===== config.mk =====
export PLATFORM = sky130hd
export DESIGN_NAME = aes_key_exp
export DESIGN_NICKNAME = d
export VERILOG_FILES = /design/src/hw/rtl/aes_pkg.sv /design/src/hw/rtl/aes_key_exp.sv
export SDC_FILE = /design/constraint.sdc
export NUM_CORES = 2
export LEC_CHECK = 0
export BUFFER_PORTS_ARGS = -buffer_cell sky130_fd_sc_hd__clkbuf_2
export CORE_AREA = 2 2 577 579
export CTS_CLUSTER_SIZE = 40
export DETAILED_ROUTE_END_ITERATION = 10
export DIE_AREA = 0 0 579 581
export GPL_ROUTABILITY_DRIVEN = 0
export HOLD_SLACK_MARGIN = 0.15
export PLACE_DENSITY_LB_ADDON = 0.08
export SYNTH_ARGS = -nofsm -noshare
export SYNTH_HDL_FRONTEND = slang
export SYNTH_SLANG_ARGS = --single-unit
export TNS_END_PERCENT = 5

===== constraint.sdc =====
create_clock -name clk -period 16.15 [get_ports clk]
set_clock_uncertainty 0.05 [all_clocks]
set_input_delay 0.8075 -clock clk [delete_from_list [all_inputs] [get_ports clk]]
set_output_delay 0.8075 -clock clk [all_outputs]
set_load 0.03 [all_outputs]

===== src/hw/rtl/aes_pkg.sv =====
// ----------------------------------------------------------------------------
// AES package
// S-boxes, round constants and the byte-level round transforms.
// ----------------------------------------------------------------------------
`timescale 1ns / 1ps
`default_nettype none
package aes_pkg;

	localparam int unsigned NUM_ROUNDS = 10;

	typedef enum logic {
		CFG_KEY_HIGH = 1'b0,
		CFG_KEY_LOW  = 1'b1
	} cfg_idx_t;

	typedef enum logic {
		OP_ENCRYPT = 1'b0,
		OP_DECRYPT = 1'b1
	} op_t;

	typedef struct packed {
		logic                          busy;
		logic [NUM_ROUNDS:0][127:0]    rk;
	} aes_keys_t;

	localparam logic [7:0] RCON [NUM_ROUNDS] = '{
		8'h01, 8'h02, 8'h04, 8'h08, 8'h10, 8'h20, 8'h40, 8'h80, 8'h1b, 8'h36
	};

	localparam logic [7:0] SBOX [256] = '{
		8'h63,8'h7c,8'h77,8'h7b,8'hf2,8'h6b,8'h6f,8'hc5,8'h30,8'h01,8'h67,8'h2b,8'hfe,8'hd7,8'hab,8'h76,
		8'hca,8'h82,8'hc9,8'h7d,8'hfa,8'h59,8'h47,8'hf0,8'had,8'hd4,8'ha2,8'haf,8'h9c,8'ha4,8'h72,8'hc0,
		8'hb7,8'hfd,8'h93,8'h26,8'h36,8'h3f,8'hf7,8'hcc,8'h34,8'ha5,8'he5,8'hf1,8'h71,8'hd8,8'h31,8'h15,
		8'h04,8'hc7,8'h23,8'hc3,8'h18,8'h96,8'h05,8'h9a,8'h07,8'h12,8'h80,8'he2,8'heb,8'h27,8'hb2,8'h75,
		8'h09,8'h83,8'h2c,8'h1a,8'h1b,8'h6e,8'h5a,8'ha0,8'h52,8'h3b,8'hd6,8'hb3,8'h29,8'he3,8'h2f,8'h84,
		8'h53,8'hd1,8'h00,8'hed,8'h20,8'hfc,8'hb1,8'h5b,8'h6a,8'hcb,8'hbe,8'h39,8'h4a,8'h4c,8'h58,8'hcf,
		8'hd0,8'hef,8'haa,8'hfb,8'h43,8'h4d,8'h33,8'h85,8'h45,8'hf9,8'h02,8'h7f,8'h50,8'h3c,8'h9f,8'ha8,
		8'h51,8'ha3,8'h40,8'h8f,8'h92,8'h9d,8'h38,8'hf5,8'hbc,8'hb6,8'hda,8'h21,8'h10,8'hff,8'hf3,8'hd2,
		8'hcd,8'h0c,8'h13,8'hec,8'h5f,8'h97,8'h44,8'h17,8'hc4,8'ha7,8'h7e,8'h3d,8'h64,8'h5d,8'h19,8'h73,
		8'h60,8'h81,8'h4f,8'hdc,8'h22,8'h2a,8'h90,8'h88,8'h46,8'hee,8'hb8,8'h14,8'hde,8'h5e,8'h0b,8'hdb,
		8'he0,8'h32,8'h3a,8'h0a,8'h49,8'h06,8'h24,8'h5c,8'hc2,8'hd3,8'hac,8'h62,8'h91,8'h95,8'he4,8'h79,
		8'he7,8'hc8,8'h37,8'h6d,8'h8d,8'hd5,8'h4e,8'ha9,8'h6c,8'h56,8'hf4,8'hea,8'h65,8'h7a,8'hae,8'h08,
		8'hba,8'h78,8'h25,8'h2e,8'h1c,8'ha6,8'hb4,8'hc6,8'he8,8'hdd,8'h74,8'h1f,8'h4b,8'hbd,8'h8b,8'h8a,
		8'h70,8'h3e,8'hb5,8'h66,8'h48,8'h03,8'hf6,8'h0e,8'h61,8'h35,8'h57,8'hb9,8'h86,8'hc1,8'h1d,8'h9e,
		8'he1,8'hf8,8'h98,8'h11,8'h69,8'hd9,8'h8e,8'h94,8'h9b,8'h1e,8'h87,8'he9,8'hce,8'h55,8'h28,8'hdf,
		8'h8c,8'ha1,8'h89,8'h0d,8'hbf,8'he6,8'h42,8'h68,8'h41,8'h99,8'h2d,8'h0f,8'hb0,8'h54,8'hbb,8'h16
	};

	localparam logic [7:0] INV_SBOX [256] = '{
		8'h52,8'h09,8'h6a,8'hd5,8'h30,8'h36,8'ha5,8'h38,8'hbf,8'h40,8'ha3,8'h9e,8'h81,8'hf3,8'hd7,8'hfb,
		8'h7c,8'he3,8'h39,8'h82,8'h9b,8'h2f,8'hff,8'h87,8'h34,8'h8e,8'h43,8'h44,8'hc4,8'hde,8'he9,8'hcb,
		8'h54,8'h7b,8'h94,8'h32,8'ha6,8'hc2,8'h23,8'h3d,8'hee,8'h4c,8'h95,8'h0b,8'h42,8'hfa,8'hc3,8'h4e,
		8'h08,8'h2e,8'ha1,8'h66,8'h28,8'hd9,8'h24,8'hb2,8'h76,8'h5b,8'ha2,8'h49,8'h6d,8'h8b,8'hd1,8'h25,
		8'h72,8'hf8,8'hf6,8'h64,8'h86,8'h68,8'h98,8'h16,8'hd4,8'ha4,8'h5c,8'hcc,8'h5d,8'h65,8'hb6,8'h92,
		8'h6c,8'h70,8'h48,8'h50,8'hfd,8'hed,8'hb9,8'hda,8'h5e,8'h15,8'h46,8'h57,8'ha7,8'h8d,8'h9d,8'h84,
		8'h90,8'hd8,8'hab,8'h00,8'h8c,8'hbc,8'hd3,8'h0a,8'hf7,8'he4,8'h58,8'h05,8'hb8,8'hb3,8'h45,8'h06,
		8'hd0,8'h2c,8'h1e,8'h8f,8'hca,8'h3f,8'h0f,8'h02,8'hc1,8'haf,8'hbd,8'h03,8'h01,8'h13,8'h8a,8'h6b,
		8'h3a,8'h91,8'h11,8'h41,8'h4f,8'h67,8'hdc,8'hea,8'h97,8'hf2,8'hcf,8'hce,8'hf0,8'hb4,8'he6,8'h73,
		8'h96,8'hac,8'h74,8'h22,8'he7,8'had,8'h35,8'h85,8'he2,8'hf9,8'h37,8'he8,8'h1c,8'h75,8'hdf,8'h6e,
		8'h47,8'hf1,8'h1a,8'h71,8'h1d,8'h29,8'hc5,8'h89,8'h6f,8'hb7,8'h62,8'h0e,8'haa,8'h18,8'hbe,8'h1b,
		8'hfc,8'h56,8'h3e,8'h4b,8'hc6,8'hd2,8'h79,8'h20,8'h9a,8'hdb,8'hc0,8'hfe,8'h78,8'hcd,8'h5a,8'hf4,
		8'h1f,8'hdd,8'ha8,8'h33,8'h88,8'h07,8'hc7,8'h31,8'hb1,8'h12,8'h10,8'h59,8'h27,8'h80,8'hec,8'h5f,
		8'h60,8'h51,8'h7f,8'ha9,8'h19,8'hb5,8'h4a,8'h0d,8'h2d,8'he5,8'h7a,8'h9f,8'h93,8'hc9,8'h9c,8'hef,
		8'ha0,8'he0,8'h3b,8'h4d,8'hae,8'h2a,8'hf5,8'hb0,8'hc8,8'heb,8'hbb,8'h3c,8'h83,8'h53,8'h99,8'h61,
		8'h17,8'h2b,8'h04,8'h7e,8'hba,8'h77,8'hd6,8'h26,8'he1,8'h69,8'h14,8'h63,8'h55,8'h21,8'h0c,8'h7d
	};

	function automatic logic [7:0] xt(input logic [7:0] a);
		return {a[6:0], 1'b0} ^ (a[7] ? 8'h1b : 8'h00);
	endfunction

	// byte i of a block sits at bits 127-8i downto 120-8i
	function automatic logic [127:0] sub_block(input logic [127:0] s, input logic inv);
		logic [127:0] t;
		for (int i = 0; i < 16; i++) begin
			t[127-8*i -: 8] = inv ? INV_SBOX[s[127-8*i -: 8]] : SBOX[s[127-8*i -: 8]];
		end
		return t;
	endfunction

	function automatic logic [127:0] shift_block(input logic [127:0] s, input logic inv);
		logic [127:0] t;
		for (int r = 0; r < 4; r++) begin
			for (int c = 0; c < 4; c++) begin
				if (inv)
					t[127-8*(r+4*((c+r)&3)) -: 8] = s[127-8*(r+4*c) -: 8];
				else
					t[127-8*(r+4*c) -: 8] = s[127-8*(r+4*((c+r)&3)) -: 8];
			end
		end
		return t;
	endfunction

	function automatic logic [31:0] mix_col(input logic [31:0] col, input logic inv);
		logic [7:0] a [4];
		logic [7:0] x2 [4];
		logic [7:0] x4 [4];
		logic [7:0] x8 [4];
		logic [7:0] m9 [4];
		logic [7:0] mb [4];
		logic [7:0] md [4];
		logic [7:0] me [4];
		logic [31:0] o;
		for (int i = 0; i < 4; i++) begin
			a[i]  = col[31-8*i -: 8];
			x2[i] = xt(a[i]);
			x4[i] = xt(x2[i]);
			x8[i] = xt(x4[i]);
			m9[i] = x8[i] ^ a[i];
			mb[i] = x8[i] ^ x2[i] ^ a[i];
			md[i] = x8[i] ^ x4[i] ^ a[i];
			me[i] = x8[i] ^ x4[i] ^ x2[i];
		end
		for (int i = 0; i < 4; i++) begin
			if (inv)
				o[31-8*i -: 8] = me[i] ^ mb[(i+1)&3] ^ md[(i+2)&3] ^ m9[(i+3)&3];
			else
				o[31-8*i -: 8] = x2[i] ^ x2[(i+1)&3] ^ a[(i+1)&3] ^ a[(i+2)&3]
					^ a[(i+3)&3];
		end
		return o;
	endfunction

	function automatic logic [127:0] mix_block(input logic [127:0] s, input logic inv);
		logic [127:0] t;
		for (int c = 0; c < 4; c++) begin
			t[127-32*c -: 32] = mix_col(s[127-32*c -: 32], inv);
		end
		return t;
	endfunction

endpackage
`default_nettype wire


===== src/hw/rtl/aes_key_exp.sv =====
// ----------------------------------------------------------------------------
// AES key expansion
// Holds the key registers and expands them into round keys, one per cycle.
// ----------------------------------------------------------------------------
`timescale 1ns / 1ps
`default_nettype none
module aes_key_exp
	import aes_pkg::*;
(
	input  wire logic          clk,
	input  wire logic          arst_n,
	input  wire logic          cfg_we,
	input  wire cfg_idx_t      cfg_idx,
	input  wire logic [63:0]   cfg_data,
	output aes_keys_t          keys
);
	logic [63:0]  key_high_q;
	logic [63:0]  key_low_q;
	logic [3:0]   cnt_q;
	logic [127:0] last_q;
	logic [127:0] rk_q [NUM_ROUNDS];
	logic [127:0] prev;
	logic [127:0] nxt;
	logic [31:0]  tw;
	logic         busy;

	assign busy = (cnt_q != 4'(NUM_ROUNDS));
	assign prev = (cnt_q == 4'd0) ? {key_high_q, key_low_q} : last_q;

	always_comb begin
		tw = {SBOX[prev[23:16]] ^ RCON[cnt_q], SBOX[prev[15:8]], SBOX[prev[7:0]],
			SBOX[prev[31:24]]};
		nxt[127:96] = prev[127:96] ^ tw;
		nxt[95:64]  = prev[95:64] ^ nxt[127:96];
		nxt[63:32]  = prev[63:32] ^ nxt[95:64];
		nxt[31:0]   = prev[31:0] ^ nxt[63:32];
	end

	// restart the sweep on every key write
	always_ff @(posedge clk or negedge arst_n) begin
		if (!arst_n) begin
			key_high_q <= '0;
			key_low_q  <= '0;
			cnt_q      <= '0;
		end else if (cfg_we) begin
			unique case (cfg_idx)
				CFG_KEY_HIGH: key_high_q <= cfg_data;
				CFG_KEY_LOW:  key_low_q  <= cfg_data;
				default: ;
			endcase
			cnt_q <= '0;
		end else if (busy) begin
			cnt_q <= cnt_q + 4'd1;
		end
	end

	always_ff @(posedge clk) begin
		if (busy && !cfg_we) begin
			rk_q[cnt_q] <= nxt;
			last_q      <= nxt;
		end
	end

	always_comb begin
		keys.busy  = busy;
		keys.rk[0] = {key_high_q, key_low_q};
		for (int i = 1; i <= NUM_ROUNDS; i++) begin
			keys.rk[i] = rk_q[i-1];
		end
	end
endmodule
`default_nettype wire


### Yosys cells after proc, flatten, opt, wreduce, memory -nomap -nowiden

Memories as Yosys holds them, arrays and structs flattened.
Cells that the tools add are included.

* word-level logic and storage cells: 49
* bits in read-only memories: 8320
* bits in writable memories: 1280
* flip-flop bits (word level): 260
* output and inout bits: 1409
* memories: 6

Memories
* (no name shown): words 256, width 8, rd ports 1, clocked after memory_dff 0, write ports 0, RTL line aes_key_exp.sv:32 `SBOX[prev[31:24]]};`
* (no name shown): words 256, width 8, rd ports 1, clocked after memory_dff 0, write ports 0, RTL line aes_key_exp.sv:31 `tw = {SBOX[prev[23:16]] ^ RCON[cnt_q], SBOX[prev[15:8]], SBOX[prev[7:0]],`
* (no name shown): words 256, width 8, rd ports 1, clocked after memory_dff 0, write ports 0, RTL line aes_key_exp.sv:31
* (no name shown): words 256, width 8, rd ports 1, clocked after memory_dff 0, write ports 0, RTL line aes_key_exp.sv:31
* rk_q: words 10, width 128, rd ports 10, clocked after memory_dff 0, write ports 1, RTL line aes_key_exp.sv:21 `logic [127:0] rk_q [NUM_ROUNDS];`
* (no name shown): words 16, width 8, rd ports 1, clocked after memory_dff 0, write ports 0, RTL line aes_key_exp.sv:31

* add/sub/neg operators: 1
* bitwise gates (word level): 11
* equality and inequality tests: 1
* reduce and logical (&&, ||, !) cells: 6
* $lt $le $gt $ge: 5
* mux-type cells: 15

Operator list (number)
* 128-bit two-way mux: 1
* 32-bit bitwise XOR: 4
* 8-bit two-way mux: 10
* 9-bit greater-or-equal comparator, second input constant: 4
* 8-bit NOT with 9-bit output: 4
* 4-bit two-way mux: 2
* 8-bit bitwise XOR: 1
* 5-bit greater-or-equal comparator, second input constant: 1
* 4-bit NOT with 5-bit output: 1
* 4-bit by 1-bit adder with 4-bit output, second input constant: 1
* 4-bit zero test: 1
* 4-bit inequality test, second input constant: 1
* 2-bit AND reduction: 2
* 1-bit two-way mux: 2
* 2-bit nonzero test: 1
* 1-bit logical AND: 1
* 1-bit zero test: 1
* 1-bit NOT: 1

### Logic depth before layout (Yosys ltp)

* word-level depth: 11
* depth in mapped cells: 20

### Worst setup path after synthesis

OpenSTA, ideal clock, no wires.

* path type: register to register
* from: reg cnt_q[2]
* to: mem rk_q[2][0], enable pin
* clock period less this slack: 15.122 ns
* stages on the path, launching flop included: 5
* setup time: 0.973 ns
* path buffers: 3
* arrival time: 14.098 ns
* path slack: 1.028 ns
* cells stage by stage: dfrtp_1 -> buf_6 -> clkbuf_1 -> clkbuf_1 -> nor4b_1

* longest elaborated chain between the ends: 4

Ends and longest elaborated chain
* start, declared: RTL line aes_key_exp.sv:19 `logic [3:0] cnt_q;`
* start signal, assigned: RTL line aes_key_exp.sv:53 `cnt_q <= cnt_q + 4'd1;`
* 4-bit inequality test: RTL line aes_key_exp.sv:27 `assign busy = (cnt_q != 4'(NUM_ROUNDS));`
* 1-bit logical AND: RTL line aes_key_exp.sv:58 `if (busy && !cfg_we) begin`
* 1-bit two-way mux: RTL line aes_key_exp.sv:58
* 1-bit two-way mux (not written as such): RTL line aes_key_exp.sv:59 `rk_q[cnt_q] <= nxt;`
* end, declared: RTL line aes_key_exp.sv:21

Parallel ways exist; a longest one is shown, timed or not.

### Worst setup path in the final report

* from: reg cnt_q[0]
* to: reg last_q[14] (data pin)

* longest elaborated chain between the ends: 10

Ends and longest elaborated chain
* 4-bit zero test (*): RTL line aes_key_exp.sv:28 `assign prev = (cnt_q == 4'd0) ? {key_high_q, key_low_q} : last_q;`
* 128-bit two-way mux (*): RTL line aes_key_exp.sv:28
* 8-bit NOT with 9-bit output (not written as such): RTL line aes_key_exp.sv:31
* memory read 256 x 8 bit
* 8-bit two-way mux (not written as such) (2 in a row): RTL line aes_key_exp.sv:31
* 32-bit bitwise XOR: RTL line aes_key_exp.sv:33 `nxt[127:96] = prev[127:96] ^ tw;`
* 32-bit bitwise XOR: RTL line aes_key_exp.sv:34 `nxt[95:64] = prev[95:64] ^ nxt[127:96];`
* 32-bit bitwise XOR (*): RTL line aes_key_exp.sv:35 `nxt[63:32] = prev[63:32] ^ nxt[95:64];`
* net nxt[46]: RTL line aes_key_exp.sv:23 `logic [127:0] nxt;`
* 32-bit bitwise XOR (*): RTL line aes_key_exp.sv:36 `nxt[31:0] = prev[31:0] ^ nxt[63:32];`
* net nxt[14]: RTL line aes_key_exp.sv:23
* end signal, assigned: RTL line aes_key_exp.sv:60 `last_q <= nxt;`
* end, declared: RTL line aes_key_exp.sv:20 `logic [127:0] last_q;`

The timed path passes the listed nets; every way through them passes the cells marked *. The select of a mux whose other input is x is not followed.
A chain may end at the register's enable or synchronous reset.

==> impl_metrics.py <==
metrics = {
    "floorplanning": {
        "initial_core_util_pct": 20.6,
        "num_rows": 211,
        "fp.coreArea_sq_um": 330000,
        "die_area_sq_um": 336000,
        "die_y_microns": 581,
        "fp.dieW_microns": 579,
        "ios": 1477,
    },
    "drt": {
        "first_pass_iters": 6,
        "wl_per_cell_microns": 32.8,
        "ant_nets": 0,
        "routed_via_density": 4.79,
        "drc_errors": 0,
        "dr_total_vias": 52300,
        "finalWirelength_microns": 358000,
        "drt-initial-drc-count": 5724,
    },
    "critical_path": {
        "cp_num_buf_inv": 5,
        "cp-start-kind": "flop",
        "path_class": "reg2reg",
        "cp_max_fo": 24,
        "cp-end-kind": "flop",
        "critPathLaunch": "cnt_q[0]",
        "cp_top_family": "buffers and inverters",
        "critPathMaxStageDelay_ns": 0.92,
        "crit_arrival_ns": 8.40,
        "slowest_stage": "xnor3_1",
        "timing.critical_path.cells": "inv_1, ha_1, or3b_4, buf_4, mux2_2, clkinv_1, ha_1, inv_1, o21ai_0, a31oi_1, nor3_1, o31ai_1, a21oi_2, xnor3_1, xnor2_1, buf_4",
        "required_ns": 16.79,
        "r2r-start": "cnt_q[0]",
    },
    "synth": {
        "postSynthCellCount": 4805,
        "ys_async_sr_fraction_pct": 8.57,
        "syn_area_per_cell_sq_um": 14.1,
        "ys_seq_area_share_pct": 67.2,
        "yosysTopAreaCellShare_pct": 62.3,
        "ys_seq_elements": 1540,
        "netlist_area_sq_um": 67800,
        "ys_top_cells_by_area": "edfxtp_1, dfrtp_1, mux2_2, xnor2_1, mux2i_1",
        "syn-num-nets": 4929,
        "synth_edf_count": 1408,
        "synth_common_cells": "edfxtp_1, nand2_1, a21oi_1",
        "yosysTopAreaCell": "edfxtp_1",
        "synth_cell_types": 113,
        "synth_ff_type": "edfxtp_1",
        "yosysMostFrequentCell": "edfxtp_1",
        "yosys_warnings": 0,
    },
    "global_routing": {
        "antenna_found_initial": 35,
        "grt_max_degree": 94,
        "grt_pass1_wl_microns": 478000,
        "grt_pass1_vias": 51200,
        "grt_usage_pct": 20.4,
        "grt_overflow": 0,
    },
    "clock_network": {
        "h-tree-depth": 4,
        "post-cts-setup-buffers": 0,
        "hold_buffers": 56,
        "cts_made_buffers": 187,
        "ctsResizeCount": 0,
        "root_buffer": "clkbuf_16",
        "insertion_delay_ns": 0.91,
        "cts_tree": "done",
        "cts_buffer_depth": 4,
        "cts_sinks": 1540,
        "clk_pin_slew_worst_paths_ns": 0.06,
    },
    "timing": {
        "finalSetupViolations": 0,
        "max_freq_ghz": 0.129,
        "rsz0062_at_grt": "no",
        "finalCritPeriodShare_pct": 48.1,
        "post-route-min-period_ns": 7.77,
        "worst_slew_pin_slew_ns": 1.68,
        "slew_viol_final": 60,
        "relSlewSlack_pct": -11.7,
        "setup_tns_ns": 0,
        "hold_violations": 0,
    },
    "power": {
        "p_comb_share_pct": 48.6,
        "leakagePower_nw": 32.2,
        "power_density_nw_per_um2": 268,
        "swShare_pct": 46.1,
        "power.internal_mw": 12.7,
        "p_clk_share_pct": 18.7,
        "p_switching_mw": 10.9,
        "power_frac_seq_pct": 32.8,
        "power_mw": 23.6,
        "vdd_drop_max_mv": 0.170,
    },
    "worst_hold_path": {
        "hp-start": "cfg_data[19]",
        "hp-class": "in2reg",
    },
    "final_layout": {
        "final_util_pct": 26.7,
        "drive_gt1_share_pct": 35.6,
        "final_area_sq_um": 88000,
        "fin_nets": 6505,
        "area_growth_pct": 29.7,
    },
    "job": {
        "drv_cap": 1,
    },
    "placement": {
        "place_hpwl_microns": 253000,
        "io_buffers": 1476,
        "placed_area_sq_um": 81000,
    },
    "outcome": {
        "status": "complete, but fails checks",
        "violations": "max-capacitance violations, max-slew violations",
    },
}
-- stage by stage --
stage | hold slack [ns] | std cells | worst slack (ns)
2_1_floorplan | 0.462 | 4805 | 1.03
3_3_place_gp | 0.480 | 10500 | 8.05
3_5_place_dp | 0.494 | 10500 | 8.18
4_1_cts | 0.169 | 10900 | 8.16
5_1_grt | 0.211 | 10900 | 8.10
6_report | 0.242 | 10900 | 8.38
-- layer usage --
| layer | global-route usage (%) | vias up | share of wire [%] |
|---|---|---|---|
| met5 | 0 | - | 0.020 |
| met4 | 5.75 | 10 | 3.3 |
| li1 | - | 22000 | - |
| met3 | 5.84 | 511 | 8.8 |
| met2 | 34.0 | 2917 | 47 |
| met1 | 25.6 | 26900 | 41 |
-- final timing paths --
kind | end | slack [ns] | cells after the start
min reg2reg | key_low_q[62] | 0.50 | 1
min in group asynchronous | key_low_q[43] | 0.47 | 2
max in group asynchronous | key_low_q[16] | 13.67 | 4
max | last_q[14] | 8.38 | 16
min | key_high_q[19] | 0.24 | 2
max reg2reg | last_q[14] | 8.38 | 16
-- cell type report --
class | count | area [sq um]
fillers | 34300 | 242000
flip-flops and latches | 1540 | 45600
multi-input cells | 2839 | 20700
repair buffers | 1748 | 9630
well taps | 4366 | 5460
clock buffers | 217 | 4880
clock inverters | 121 | 1440
inverters | 65 | 255
diodes | 21 | 52.6
-- power groups by stage --
stage	clock network, mW	logic [mW]	registers, mW
6_report	4.41	11.5	7.74
5_1_grt	4.70	12.2	7.82
4_1_cts	4.57	11.6	7.76
3_5_place_dp	0	11.6	7.83
3_3_place_gp	0	11.6	7.84
2_1_floorplan	0	4.93	8.58
-- cell families (layout without fill, tap and decap cells) --
kind of cell / after synthesis / in the layout / share of synthesized area, %
compound gates: 1280 / 1280 / 13.2
xor+xnor: 248 / 248 / 3.70
fa+ha+maj: 56 / 56 / 1.03
buf+inv: 426 / 2151 / 2.95
flops: 1540 / 1540 / 67.2
mux: 326 / 326 / 5.31
other cells: 0 / 21 / 0
simple gates: 929 / 929 / 6.57
-- worst register-to-register path: stages, from the launching register on --
cell	delay [ns]
dfrtp_1	0.45
inv_1	0.12
ha_1	0.23
or3b_4	0.55
buf_4	0.50
mux2_2	0.60
clkinv_1	0.39
ha_1	0.74
inv_1	0.41
o21ai_0	0.54
a31oi_1	0.09
nor3_1	0.43
o31ai_1	0.16
a21oi_2	0.44
xnor3_1	0.92
xnor2_1	0.73
buf_4	0.28
-- state kept, by name (all words and copies together) (netlist names) --
signal,cells
key_high_q,64
last_q,128
rk_q,1280
key_low_q,64
cnt_q,4
-- placed cells by master (no fill, tap or decap), types with 123 or more instances in the layout --
| cell type | instances |
|---|---|
| a21oi_1 | 245 |
| buf_4 | 211 |
| clkbuf_16 | 189 |
| clkbuf_2 | 1476 |
| dfrtp_1 | 132 |
| edfxtp_1 | 1408 |
| mux2_2 | 178 |
| mux2i_1 | 123 |
| nand2_1 | 267 |
| nor2_1 | 234 |
| o21ai_0 | 232 |
| xnor2_1 | 138 |
Note: power is estimated with default switching activity, not from simulation.
